`src/ttm_pkg.sv`:
```
// ----------------------------------------------------------------------------
// ttm_pkg
// Types and constants shared by the task timing monitor.
// ----------------------------------------------------------------------------
package ttm_pkg;

  localparam int unsigned TimeW    = 64;
  localparam int unsigned WordW    = 32;
  localparam int unsigned KindW    = 4;
  localparam int unsigned HistBins = 8;
  localparam int unsigned SnapWords = 16;
  localparam int unsigned CfgRegs  = 4;

  typedef enum logic [2:0] {
    ACT_RECORD   = 3'd0,
    ACT_BEGIN    = 3'd1,
    ACT_END      = 3'd2,
    ACT_EVENT    = 3'd3,
    ACT_STACK    = 3'd4,
    ACT_SNAPSHOT = 3'd5,
    ACT_CLEAR    = 3'd6
  } action_e;

  // counter kinds on the snapshot stream
  localparam logic [KindW-1:0] KIND_RUNS   = 4'd0;
  localparam logic [KindW-1:0] KIND_EXEC   = 4'd1;
  localparam logic [KindW-1:0] KIND_GAP    = 4'd2;
  localparam logic [KindW-1:0] KIND_JIT    = 4'd3;
  localparam logic [KindW-1:0] KIND_MISS   = 4'd4;
  localparam logic [KindW-1:0] KIND_STACK  = 4'd5;
  localparam logic [KindW-1:0] KIND_HIST0  = 4'd6;
  localparam logic [KindW-1:0] KIND_EVENT0 = 4'd14;

  typedef struct packed {
    logic [2:0]       action;
    logic [2:0]       task_req;
    logic [TimeW-1:0] scheduled_time;
    logic [TimeW-1:0] start_time;
    logic [TimeW-1:0] finish_time;
    logic [2:0]       event_kind;
    logic [WordW-1:0] stack_words;
  } in_word_t;

  typedef struct packed {
    logic [KindW-1:0] counter_kind;
    logic [WordW-1:0] counter_value;
    logic             last;
  } out_word_t;

  // controller -> datapath
  typedef struct packed {
    logic capture;   // latch input word
    logic calc;      // stage 1 of cycle update: deltas
    logic commit;    // stage 2: write back
    logic clear;     // zero all task state
    logic snap_load; // load snapshot output register with kind snap_kind
    logic [KindW-1:0] snap_kind;
  } ctrl_t;

  // datapath -> controller
  typedef struct packed {
    logic [2:0] action;
  } stat_t;

  function automatic logic [WordW-1:0] sat_delta(logic [TimeW-1:0] later,
                                                 logic [TimeW-1:0] earlier);
    logic [TimeW-1:0] d;
    d = later - earlier;
    if (later <= earlier) return '0;
    if (d[TimeW-1:WordW] != '0) return '1;
    return d[WordW-1:0];
  endfunction

  function automatic logic [2:0] bin_of(logic [WordW-1:0] e);
    if (e <= 32'd100)   return 3'd0;
    if (e <= 32'd250)   return 3'd1;
    if (e <= 32'd500)   return 3'd2;
    if (e <= 32'd1000)  return 3'd3;
    if (e <= 32'd2500)  return 3'd4;
    if (e <= 32'd5000)  return 3'd5;
    if (e <= 32'd10000) return 3'd6;
    return 3'd7;
  endfunction

endpackage

```
`src/ttm_ctrl.sv`:
```
// ----------------------------------------------------------------------------
// ttm_ctrl
// Sequencer: accepts a word, steps the datapath, streams snapshot words.
// ----------------------------------------------------------------------------
module ttm_ctrl (
  input  logic          clk_i,
  input  logic          rst_ni,
  input  logic          in_valid_i,
  output logic          in_ready_o,
  input  logic          out_ready_i,
  output logic          out_valid_o,
  input  ttm_pkg::stat_t stat_i,
  output ttm_pkg::ctrl_t ctrl_o
);
  import ttm_pkg::*;

  typedef enum logic [2:0] {S_IDLE, S_DECODE, S_CALC, S_COMMIT, S_SNAP} state_e;

  state_e           state_q, state_d;
  logic [KindW-1:0] kind_q, kind_d;
  logic             ovalid_q, ovalid_d;

  assign in_ready_o  = (state_q == S_IDLE);
  assign out_valid_o = ovalid_q;

  always_comb begin
    state_d  = state_q;
    kind_d   = kind_q;
    ovalid_d = ovalid_q;
    ctrl_o   = '0;
    ctrl_o.snap_kind = kind_q;
    case (state_q)
      S_IDLE: begin
        if (in_valid_i) begin
          ctrl_o.capture = 1'b1;
          state_d = S_DECODE;
        end
      end
      S_DECODE: begin
        case (stat_i.action)
          ACT_RECORD, ACT_END: state_d = S_CALC;
          ACT_SNAPSHOT: begin
            kind_d = '0;
            state_d = S_SNAP;
          end
          ACT_BEGIN, ACT_EVENT, ACT_STACK, ACT_CLEAR: begin
            ctrl_o.commit = (stat_i.action != ACT_CLEAR);
            ctrl_o.clear  = (stat_i.action == ACT_CLEAR);
            state_d = S_IDLE;
          end
          default: state_d = S_IDLE;
        endcase
      end
      S_CALC: begin
        ctrl_o.calc = 1'b1;
        state_d = S_COMMIT;
      end
      S_COMMIT: begin
        ctrl_o.commit = 1'b1;
        state_d = S_IDLE;
      end
      S_SNAP: begin
        if (!ovalid_q || out_ready_i) begin
          if (ovalid_q && kind_q == '0) begin
            // final word just taken
            ovalid_d = 1'b0;
            state_d  = S_IDLE;
          end else begin
            ctrl_o.snap_load = 1'b1;
            ovalid_d = 1'b1;
            kind_d   = kind_q + 1'b1;
          end
        end
      end
      default: state_d = S_IDLE;
    endcase
  end

  always_ff @(posedge clk_i or negedge rst_ni) begin
    if (!rst_ni) begin
      state_q  <= S_IDLE;
      kind_q   <= '0;
      ovalid_q <= 1'b0;
    end else begin
      state_q  <= state_d;
      kind_q   <= kind_d;
      ovalid_q <= ovalid_d;
    end
  end
endmodule

```
`config.mk`:
```
export PLATFORM = sky130hd
export DESIGN_NAME = ttm_ctrl
export DESIGN_NICKNAME = d
export VERILOG_FILES = /design/src/ttm_pkg.sv /design/src/ttm_ctrl.sv
export SDC_FILE = /design/constraint.sdc
export NUM_CORES = 1
export LEC_CHECK = 0
export BUFFER_PORTS_ARGS = -buffer_cell sky130_fd_sc_hd__buf_4
export CORE_MARGIN = 8
export CORE_UTILIZATION = 35
export DETAILED_ROUTE_END_ITERATION = 12
export SYNTH_ARGS = -nofsm -noshare
export SYNTH_HDL_FRONTEND = slang
export SYNTH_SLANG_ARGS = --single-unit
```
`constraint.sdc`:
```
create_clock -name clk_i -period 2.89 [get_ports clk_i]
set_input_delay 0.7225 -clock clk_i [delete_from_list [all_inputs] [get_ports clk_i]]
set_output_delay 0.7225 -clock clk_i [all_outputs]
set_load 0.1 [all_outputs]
```
==> Yosys cells after proc, flatten, opt, wreduce, memory -nomap -nowiden <==
Index checks and enable logic that the tools add are counted.
{ "op_classes": {"addsub": 1, "n_eq_ne": 16, "n_mux": 18, "reduce_logical": 12} }
{ "op_table": {"columns": ["cell", "n"], "rows": [
  ["$eq A3 B2 Y1 const B", 4],
  ["$eq A3 B3 Y1 const B", 4],
  ["$mux W4", 3],
  ["$pmux W3 S4", 1],
  ["$mux W3", 3],
  ["$ne A2 B2 Y1 const B", 4],
  ["$pmux W4 S2", 1],
  ["$mux W1", 7],
  ["$eq A3 B1 Y1 const B", 2],
  ["$logic_not A3 Y1", 2],
  ["$pmux W3 S2", 1],
  ["$add A4 B1 Y4 const B", 1],
  ["$logic_not A4 Y1", 1],
  ["$reduce_and A4 Y1", 1],
  ["$reduce_or A4 Y1", 1],
  ["$ne A3 B3 Y1 const B", 1],
  ["$reduce_and A3 Y1", 1],
  ["$mux W2", 1],
  ["$ne A2 B1 Y1 const B", 1],
  ["$pmux W1 S2", 1],
  ["$reduce_and A2 Y1", 1],
  ["$reduce_bool A2 Y1", 1],
  ["$reduce_or A2 Y1", 1],
  ["$logic_and A1 B1 Y1", 1],
  ["other kinds (2)", 2]
]} }
{ "word_totals": {"regBits": 8, "input_bits": 7, "wordCells": 50} }

==> Logic depth before layout (Yosys ltp) <==
Gate-level depths: netlist of the first run.
{ "logic_depth": {"word_depth": 5, "depth_mapped": 5} }

==> Least setup slack after synthesis of the first run <==
Ideal clock, no wire load.
{ "synth_timing": {"path_kind": "register to output", "startpoint": "reg kind_q[0]", "endpoint": "out ctrl_o[4] (netlist bit)", "t_arrival_ns": 3.761, "slack_ns": -1.593, "stages_incl_launch_ff": 5, "path_buffers": 0, "path_cell_list": "dfrtp_1 inv_1 ha_1 and4bb_2 nor3_1"} }
{ "synth_rtl": {"columns": ["element", "line_no", "source"], "rows": [
  ["from (decl)", "ttm_ctrl.sv:20", "logic [KindW-1:0] kind_q, kind_d;"],
  ["from (signal assigned)", "ttm_ctrl.sv:86", "kind_q <= kind_d;"],
  ["to (decl)", "ttm_ctrl.sv:13", "output ttm_pkg::ctrl_t ctrl_o"]
]} }

==> impl_metrics.json, run 1 <==
{
  "status": "completed",
  "nets": 82,
  "worst_pin_slew_ps": 403.4,
  "syn_avg_cell_area_sq_um": 9.504,
  "path_class": "reg2out",
  "layout-drive-gt1-share_pct": 39.44,
  "yosys.cell_count.top_type": "dfrtp_1",
  "synth_edf_count": 0,
  "coreArea_sq_mm": 0.001318,
  "rsz0062_at_grt": "no",
  "syn_inst": 52,
  "cts_tree": "yes",
  "cts_made_buffers": 3,
  "synthFlopType": "dfrtp_1",
  "cts_root_buf": "clkbuf_4",
  "postCtsHoldBufs": 0,
  "die_h_um": 53.58,
  "placed_area_sq_um": 670.6,
  "num-fill-cells": 123,
  "clk_latency_ps": 250,
  "post_cts_buffers": 0,
  "drt_pass1_iterations": 2,
  "synth_area_leaders": "dfrtp_1 41%, mux2i_1 6.1%, ha_1 5.1%",
  "cap_violations": 0,
  "portBuffers": 17,
  "dpl_worst_slack_ps": 512.2,
  "critPathArrivalTime_ps": 1800,
  "diodes": 0,
  "r2r_cells": 3,
  "relSlewSlack_pct": 73.05,
  "grt_max_degree": 11,
  "grt_antenna_before_repair": 0,
  "cp_max_fo": 6,
  "syn_area_sq_um": 494.2,
  "num_vias": 460,
  "maxSlewViolCount": 0,
  "io_pins": 18,
  "regArea_sq_um": 200.2,
  "async_flop_share_pct": 100.0,
  "vias_per_cell": 5.349,
  "path_clk_slew_ps": 50,
  "multi_input_area_sq_um": 312.8,
  "synthToLayoutAreaGrowth_pct": 40.25,
  "grt_pass1_wl_mm": 1.952,
  "drtAntennaViolNets": 0,
  "track_usage_pct": 9.248,
  "cts.sinks": 8,
  "ys_warn_count": 0,
  "setup_slack_ps": 364.2,
  "finalSetupViolCount": 0,
  "synthTopCellsByCount": "8 x dfrtp_1, 4 x a21oi_1, 4 x nor2_1, 4 x nor3_1",
  "fin_hold_ws_ps": 282.0,
  "yosys_register_bits": 8,
  "synth_top_area_share_pct": 40.51,
  "end_kind": "output port",
  "num_rows": 13,
  "cts_buffer_depth": 2,
  "place_hpwl_um": 935.8,
  "overflow": 0,
  "synth_fp_nets": 61,
  "synth_area_leader_cell": "dfrtp_1",
  "timing.final.crit_share_pct": 87.40,
  "design_area_sq_um": 693.2,
  "first_iter_violations": 1,
  "start_util_pct": 37.51,
  "ctsResizeCount": 0,
  "die_area_sq_mm": 0.002870,
  "wirelength_mm": 1.135,
  "wire_per_inst_um": 13.20,
  "drc_errors": 0,
  "die_w_um": 53.58,
  "ys_types": 25,
  "critPathLaunchType": "register",
  "skew_ps": 0.4156,
  "hold_viol": 0,
  "fmaxAchievable_mhz": 395.9,
  "min_path_type": "in2async",
  "h-tree-depth": 1,
  "min_period_ps": 2526,
  "worstPathRequired_ps": 2170,
  "place_congestion": 0.7189,
  "ys_seq_area_share_pct": 40.51,
  "grt_pass1_vias": 440
}
## critical path: stages (launching register included)
cell	delay, ps
dfrtp_1	440
inv_1	70
ha_1	200
and4bb_2	270
nor3_4	250
buf_4	330
## cells in the final DEF (no fill, tap or decap), types with 3 or more instances in the layout
cell / n
nor2_1: 4
mux2i_1: 3
buf_4: 17
a21oi_1: 3
dfrtp_1: 8
inv_1: 3
clkbuf_4: 3
## final cells by class
type                            count  area share, %
Timing Repair Buffer               17          18.41
Clock buffer                        3          3.249
Inverter                            3          1.625
Multi-Input combinational cell     40          45.13
Sequential cell                     8          28.88
Tap cell                           15          2.708
## logic make-up after synthesis
| logic type | count (synthesis) | synth area share (%) |
|---|---|---|
| AND/OR/NAND/NOR | 26 | 34.18 |
| AO/OA/AOI/OAI | 9 | 10.38 |
| flip-flops | 8 | 40.51 |
| buffers and inverters | 4 | 3.798 |
| multiplexers | 3 | 6.076 |
| adder cells (fa/ha/maj) | 2 | 5.062 |
## registers in the layout, summed over array words and instances (netlist names)
signal	flops
kind_q	4
out_valid_o	1
state_q	3
## stage by stage
stage          util [%]  setup TNS [ps]  std cells
2_1_floorplan         -          -549.5         52
3_3_place_gp      50.90               0         83
3_5_place_dp      50.90               0         83
4_1_cts           52.61               0         86
5_1_grt           52.61               0         86
6_report          52.61               0         86
## routing by layer
layer / up-vias / track usage (%) / wire length, um
met3: 4 / 2.204 / 69
met5: - / 0 / 0
met2: 14 / 14.65 / 529
met4: 0 / 7.563 / 30
li1: 233 / - / -
met1: 209 / 10.35 / 506
## worst paths after layout
check                      startpoint   endpoint  slack (ps)
max                         kind_q[0]  ctrl_o[4]         360
min                            rst_ni  kind_q[3]         280
max reg2reg                state_q[2]  kind_q[3]        1210
min reg2reg                 kind_q[2]  kind_q[2]         540
min in group clk_i          kind_q[2]  kind_q[2]         540
max in group asynchronous      rst_ni  kind_q[1]        2480
Power of run 1 is left out: the tool's default activity adds up to more than one toggle a clock period on the data nets, which glitch-free logic cannot reach.
==> run 2, diff against run 1 <==
- CTS_CLUSTER_SIZE: unset -> 16
- clock period: 2.89 -> 3.15 ns (I/O delays scaled with it)
==> run 2 against run 1 <==
Routed wire length rose by 1.1%; die area did not move; utilization grew 0.66 points; sequential share of layout area fell by 0.36 points; critical endpoint unchanged; largest cell class unchanged.
==> impl_metrics.json, run 2 (synthesized netlist as in run 1, its figures left out) <==
{
  "regMostFlops": "kind_q",
  "grt_pass1_vias": 448,
  "setup_slack_ps": 569.8,
  "relSlewSlack_pct": 70.09,
  "final_common_cell": "buf_4",
  "io_pins": 18,
  "portBuffers": 17,
  "r2r_start": "state_q[1]",
  "first_iter_violations": 3,
  "fin_cells": 86,
  "grt_max_degree": 11,
  "min_path_type": "in2async",
  "coreArea_sq_mm": 0.001318,
  "place_hpwl_um": 920.1,
  "skew_ps": 3.638,
  "die_w_um": 53.58,
  "hold_viol": 0,
  "drt-met1-wl_um": 489,
  "postCtsHoldBufs": 0,
  "die_area_sq_mm": 0.002870,
  "end_kind": "output port",
  "top_layer": "met4",
  "finalSetupViolCount": 0,
  "wire_per_inst_um": 13.34,
  "rsz0062_at_grt": "no",
  "overflow": 0,
  "route.met3.wl_um": 91,
  "die_h_um": 53.58,
  "start_util_pct": 37.51,
  "path_clk_slew_ps": 50,
  "placed_area_sq_um": 679.4,
  "dr_wl_met2_um": 526,
  "drt_pass1_iterations": 3,
  "path_class": "reg2out",
  "reg2reg_slack_ps": 1440,
  "ctsResizeCount": 0,
  "cap_violations": 0,
  "cts_buffer_depth": 2,
  "cp_max_fo": 10,
  "synthToLayoutAreaGrowth_pct": 42.03,
  "fin_hold_ws_ps": 343.0,
  "dpl_worst_slack_ps": 631.8,
  "r2r_cells": 3,
  "design_area_sq_um": 701.9,
  "fmaxAchievable_mhz": 387.6,
  "track_usage_pct": 9.420,
  "critPathLaunchType": "register",
  "largest_reg_flops": 4,
  "diodes": 0,
  "cts_tree": "yes",
  "h-tree-depth": 1,
  "critPathArrivalTime_ps": 1790,
  "num_vias": 468,
  "drtAntennaViolNets": 0,
  "worstPathRequired_ps": 2360,
  "num-fill-cells": 128,
  "reg2reg_to": "kind_q[3]",
  "cts_root_buf": "clkbuf_4",
  "min_period_ps": 2580,
  "maxSlewViolCount": 0,
  "cts_made_buffers": 3,
  "place_congestion": 0.6820,
  "nets": 82,
  "final_cell_mix": "17 x buf_4, 8 x dfrtp_1, 4 x nor2_1",
  "vias_per_cell": 5.442,
  "wirelength_mm": 1.147,
  "drc_errors": 0,
  "layout-drive-gt1-share_pct": 39.44,
  "status": "completed",
  "grt_pass1_wl_mm": 1.952,
  "dp_cells": 83,
  "worst_pin_slew_ps": 447.6,
  "clk_latency_ps": 250,
  "grt_antenna_before_repair": 0,
  "timing.final.crit_share_pct": 81.91,
  "num_rows": 13,
  "post_cts_buffers": 0,
  "cts.sinks": 8
}
-- run 2: cell type report --
class                      instances  area (sq um)  share of cell area (%)
multi-input combinational         40         321.6                   45.81
clock buffer                       3         22.52                   3.209
inverter                           3         11.26                   1.604
sequential                         8         200.2                   28.52
timing repair buffer              17         127.6                   18.18
tap                               15         18.77                   2.674
-- run 2: layer usage --
layer  vias up  track usage [%]
met2        14            14.84
met1       217            9.250
met3         4            3.857
met4         0            8.824
li1        233                -
met5         -                0
-- run 2: stage by stage --
step / utilization (%) / setup TNS, ps
after floorplan: - / -51.19
final: 53.28 / 0
after CTS: 53.28 / 0
after detailed placement: 51.57 / 0
after global routing: 53.28 / 0
after global placement: 51.57 / 0
-- run 2: worst max-delay path by stage --
stage | startpoint | endpoint | slack [ps] | cells after the start
6_report | state_q[1] | ctrl_o[4] | 570 | 3
5_1_grt | kind_q[0] | ctrl_o[4] | 460 | 5
4_1_cts | kind_q[0] | ctrl_o[4] | 550 | 5
3_5_place_dp | stat_i[0] | ctrl_o[6] | 630 | 4
3_3_place_gp | stat_i[0] | ctrl_o[6] | 650 | 4
2_1_floorplan | kind_q[0] | ctrl_o[4] | -50 | 4
-- run 2: worst max-delay path: stages (launching register included) --
cell and delay [ps]:
dfrtp_1 510, or3b_4 460, nor3_4 230, buf_4 330
Power of run 2 is left out for the same reason.
==> run 3, diff against run 2 <==
- clock period: 3.15 -> 2.3 ns (I/O delays scaled with it)
==> run 3 against run 2 <==
Setup slack worse by 500 ps; via count fell by 0.43%; count of clock-buffer cells in the layout rose by 1; sequential share of layout area fell by 0.26 points; global-route usage grew 0.87 points; first-iteration DRC count stayed put; sequential cell count is the same; utilization rose by 3.5 points; final cell count up 4.7%; register-to-register slack got worse by 700 ps.
==> impl_metrics.json, run 3 (synthesized netlist as in run 1, its figures left out) <==
{
  "top_layer": "met4",
  "die_w_um": 53.58,
  "end_kind": "output port",
  "dr_wl_met2_um": 604,
  "min_period_ps": 2234,
  "cpPeakStageDelay_ps": 450,
  "grt_pass1_wl_mm": 2.187,
  "critPathArrivalTime_ps": 1660,
  "relSlewSlack_pct": 72.27,
  "portBuffers": 17,
  "cts_buffer_depth": 2,
  "rsz0062_at_grt": "no",
  "cts_made_buffers": 3,
  "io_pins": 18,
  "wire_per_inst_um": 14.19,
  "nets": 85,
  "coreArea_sq_mm": 0.001318,
  "die_h_um": 53.58,
  "skew_ps": 10.00,
  "diodes": 0,
  "first_iter_violations": 3,
  "cts.sinks": 8,
  "cpMaxStageDelayCell": "dfrtp_4",
  "fmaxAchievable_mhz": 447.7,
  "vias_per_cell": 5.178,
  "num_rows": 13,
  "path_clk_slew_ps": 60,
  "path_class": "reg2out",
  "worstPathRequired_ps": 1730,
  "overflow": 0,
  "track_usage_pct": 10.29,
  "timing.final.crit_share_pct": 97.12,
  "grt_max_degree": 10,
  "fin_cells": 90,
  "path_cells": "inv_2 > ha_2 > and4bb_2 > nor3_4 > buf_12",
  "cp_max_fo": 6,
  "dp_cells": 86,
  "clk_latency_ps": 250,
  "place_hpwl_mm": 1.033,
  "num_vias": 466,
  "die_area_sq_mm": 0.002870,
  "synthToLayoutAreaGrowth_pct": 51.39,
  "maxSlewViolCount": 0,
  "grt_pass1_vias": 501,
  "post_cts_buffers": 0,
  "wirelength_mm": 1.277,
  "drtAntennaViolNets": 0,
  "h-tree-depth": 1,
  "min_path_type": "in2async",
  "layout-drive-gt1-share_pct": 53.33,
  "drt_pass1_iterations": 2,
  "cts_tree": "yes",
  "hold_viol": 0,
  "route.met3.wl_um": 87,
  "finalSetupViolCount": 0,
  "cts_root_buf": "clkbuf_4",
  "place_congestion": 0.7198,
  "final_cell_mix": "19 x buf_4, 4 x nor2_1",
  "cap_violations": 0,
  "drt-met1-wl_um": 563,
  "critPathLaunchType": "register",
  "largest_reg_flops": 4,
  "worst_pin_slew_ps": 415.1,
  "grt_antenna_before_repair": 0,
  "start_util_pct": 37.51,
  "ctsResizeCount": 1,
  "r2r_cells": 3,
  "postCtsHoldBufs": 0,
  "drc_errors": 0,
  "status": "completed",
  "regMostFlops": "kind_q",
  "final_common_cell": "buf_4"
}
==> run 3: cell count changes in the layout (fill, tap and decap cells not counted), moves of 2 or more <==
cell     delta
dfrtp_4     +2
dfrtp_2     +3
inv_1       -2
inv_2       +2
buf_4       +2
dfrtp_1     -5
==> run 3: metrics by stage <==
step | utilization [%] | hold WS (ps) | cell area, sq um | setup WS (ps) | TNS [ps]
after global placement | 53.85 | 399.0 | 709.4 | 231.9 | 0
after CTS | 56.13 | 122.2 | 739.5 | 27.00 | 0
after global routing | 56.79 | 120.8 | 748.2 | 6.487 | 0
after detailed placement | 53.85 | 401.4 | 709.4 | 222.8 | 0
final | 56.79 | 125.7 | 748.2 | 66.32 | 0
after floorplan | - | 279.4 | 548.0 | -664.8 | -1076
==> run 3: final cells by class <==
class                   count  area, sq um
well taps                  15        18.77
clock buffers               4        26.28
flip-flops and latches      8        211.5
inverters                   3        11.26
repair buffers             20        162.7
multi-input cells          40        317.8
fillers                   117        569.3
==> run 3: layer usage <==
metal | GRT usage (%) | up-vias
met5 | 0 | -
met2 | 16.21 | 13
met4 | 8.824 | 0
li1 | - | 240
met1 | 11.43 | 211
met3 | 2.479 | 2
==> run 3: worst paths after layout <==
kind	slack [ps]	start	end
max	70	kind_q[0]	ctrl_o[4]
min	130	rst_ni	state_q[0]
min in group clk_i	530	kind_q[2]	kind_q[2]
max in group asynchronous	2020	rst_ni	kind_q[3]
min reg2reg	530	kind_q[2]	kind_q[2]
max reg2reg	740	state_q[2]	kind_q[3]
==> run 3: critical path: cells and delay by family (launching register included) <==
family	cells	cell delay, ps
AND/OR/NAND/NOR	2	530
flip-flops	1	450
buffers and inverters	2	250
adder cells (fa/ha/maj)	1	170
Power of run 3 is left out for the same reason.
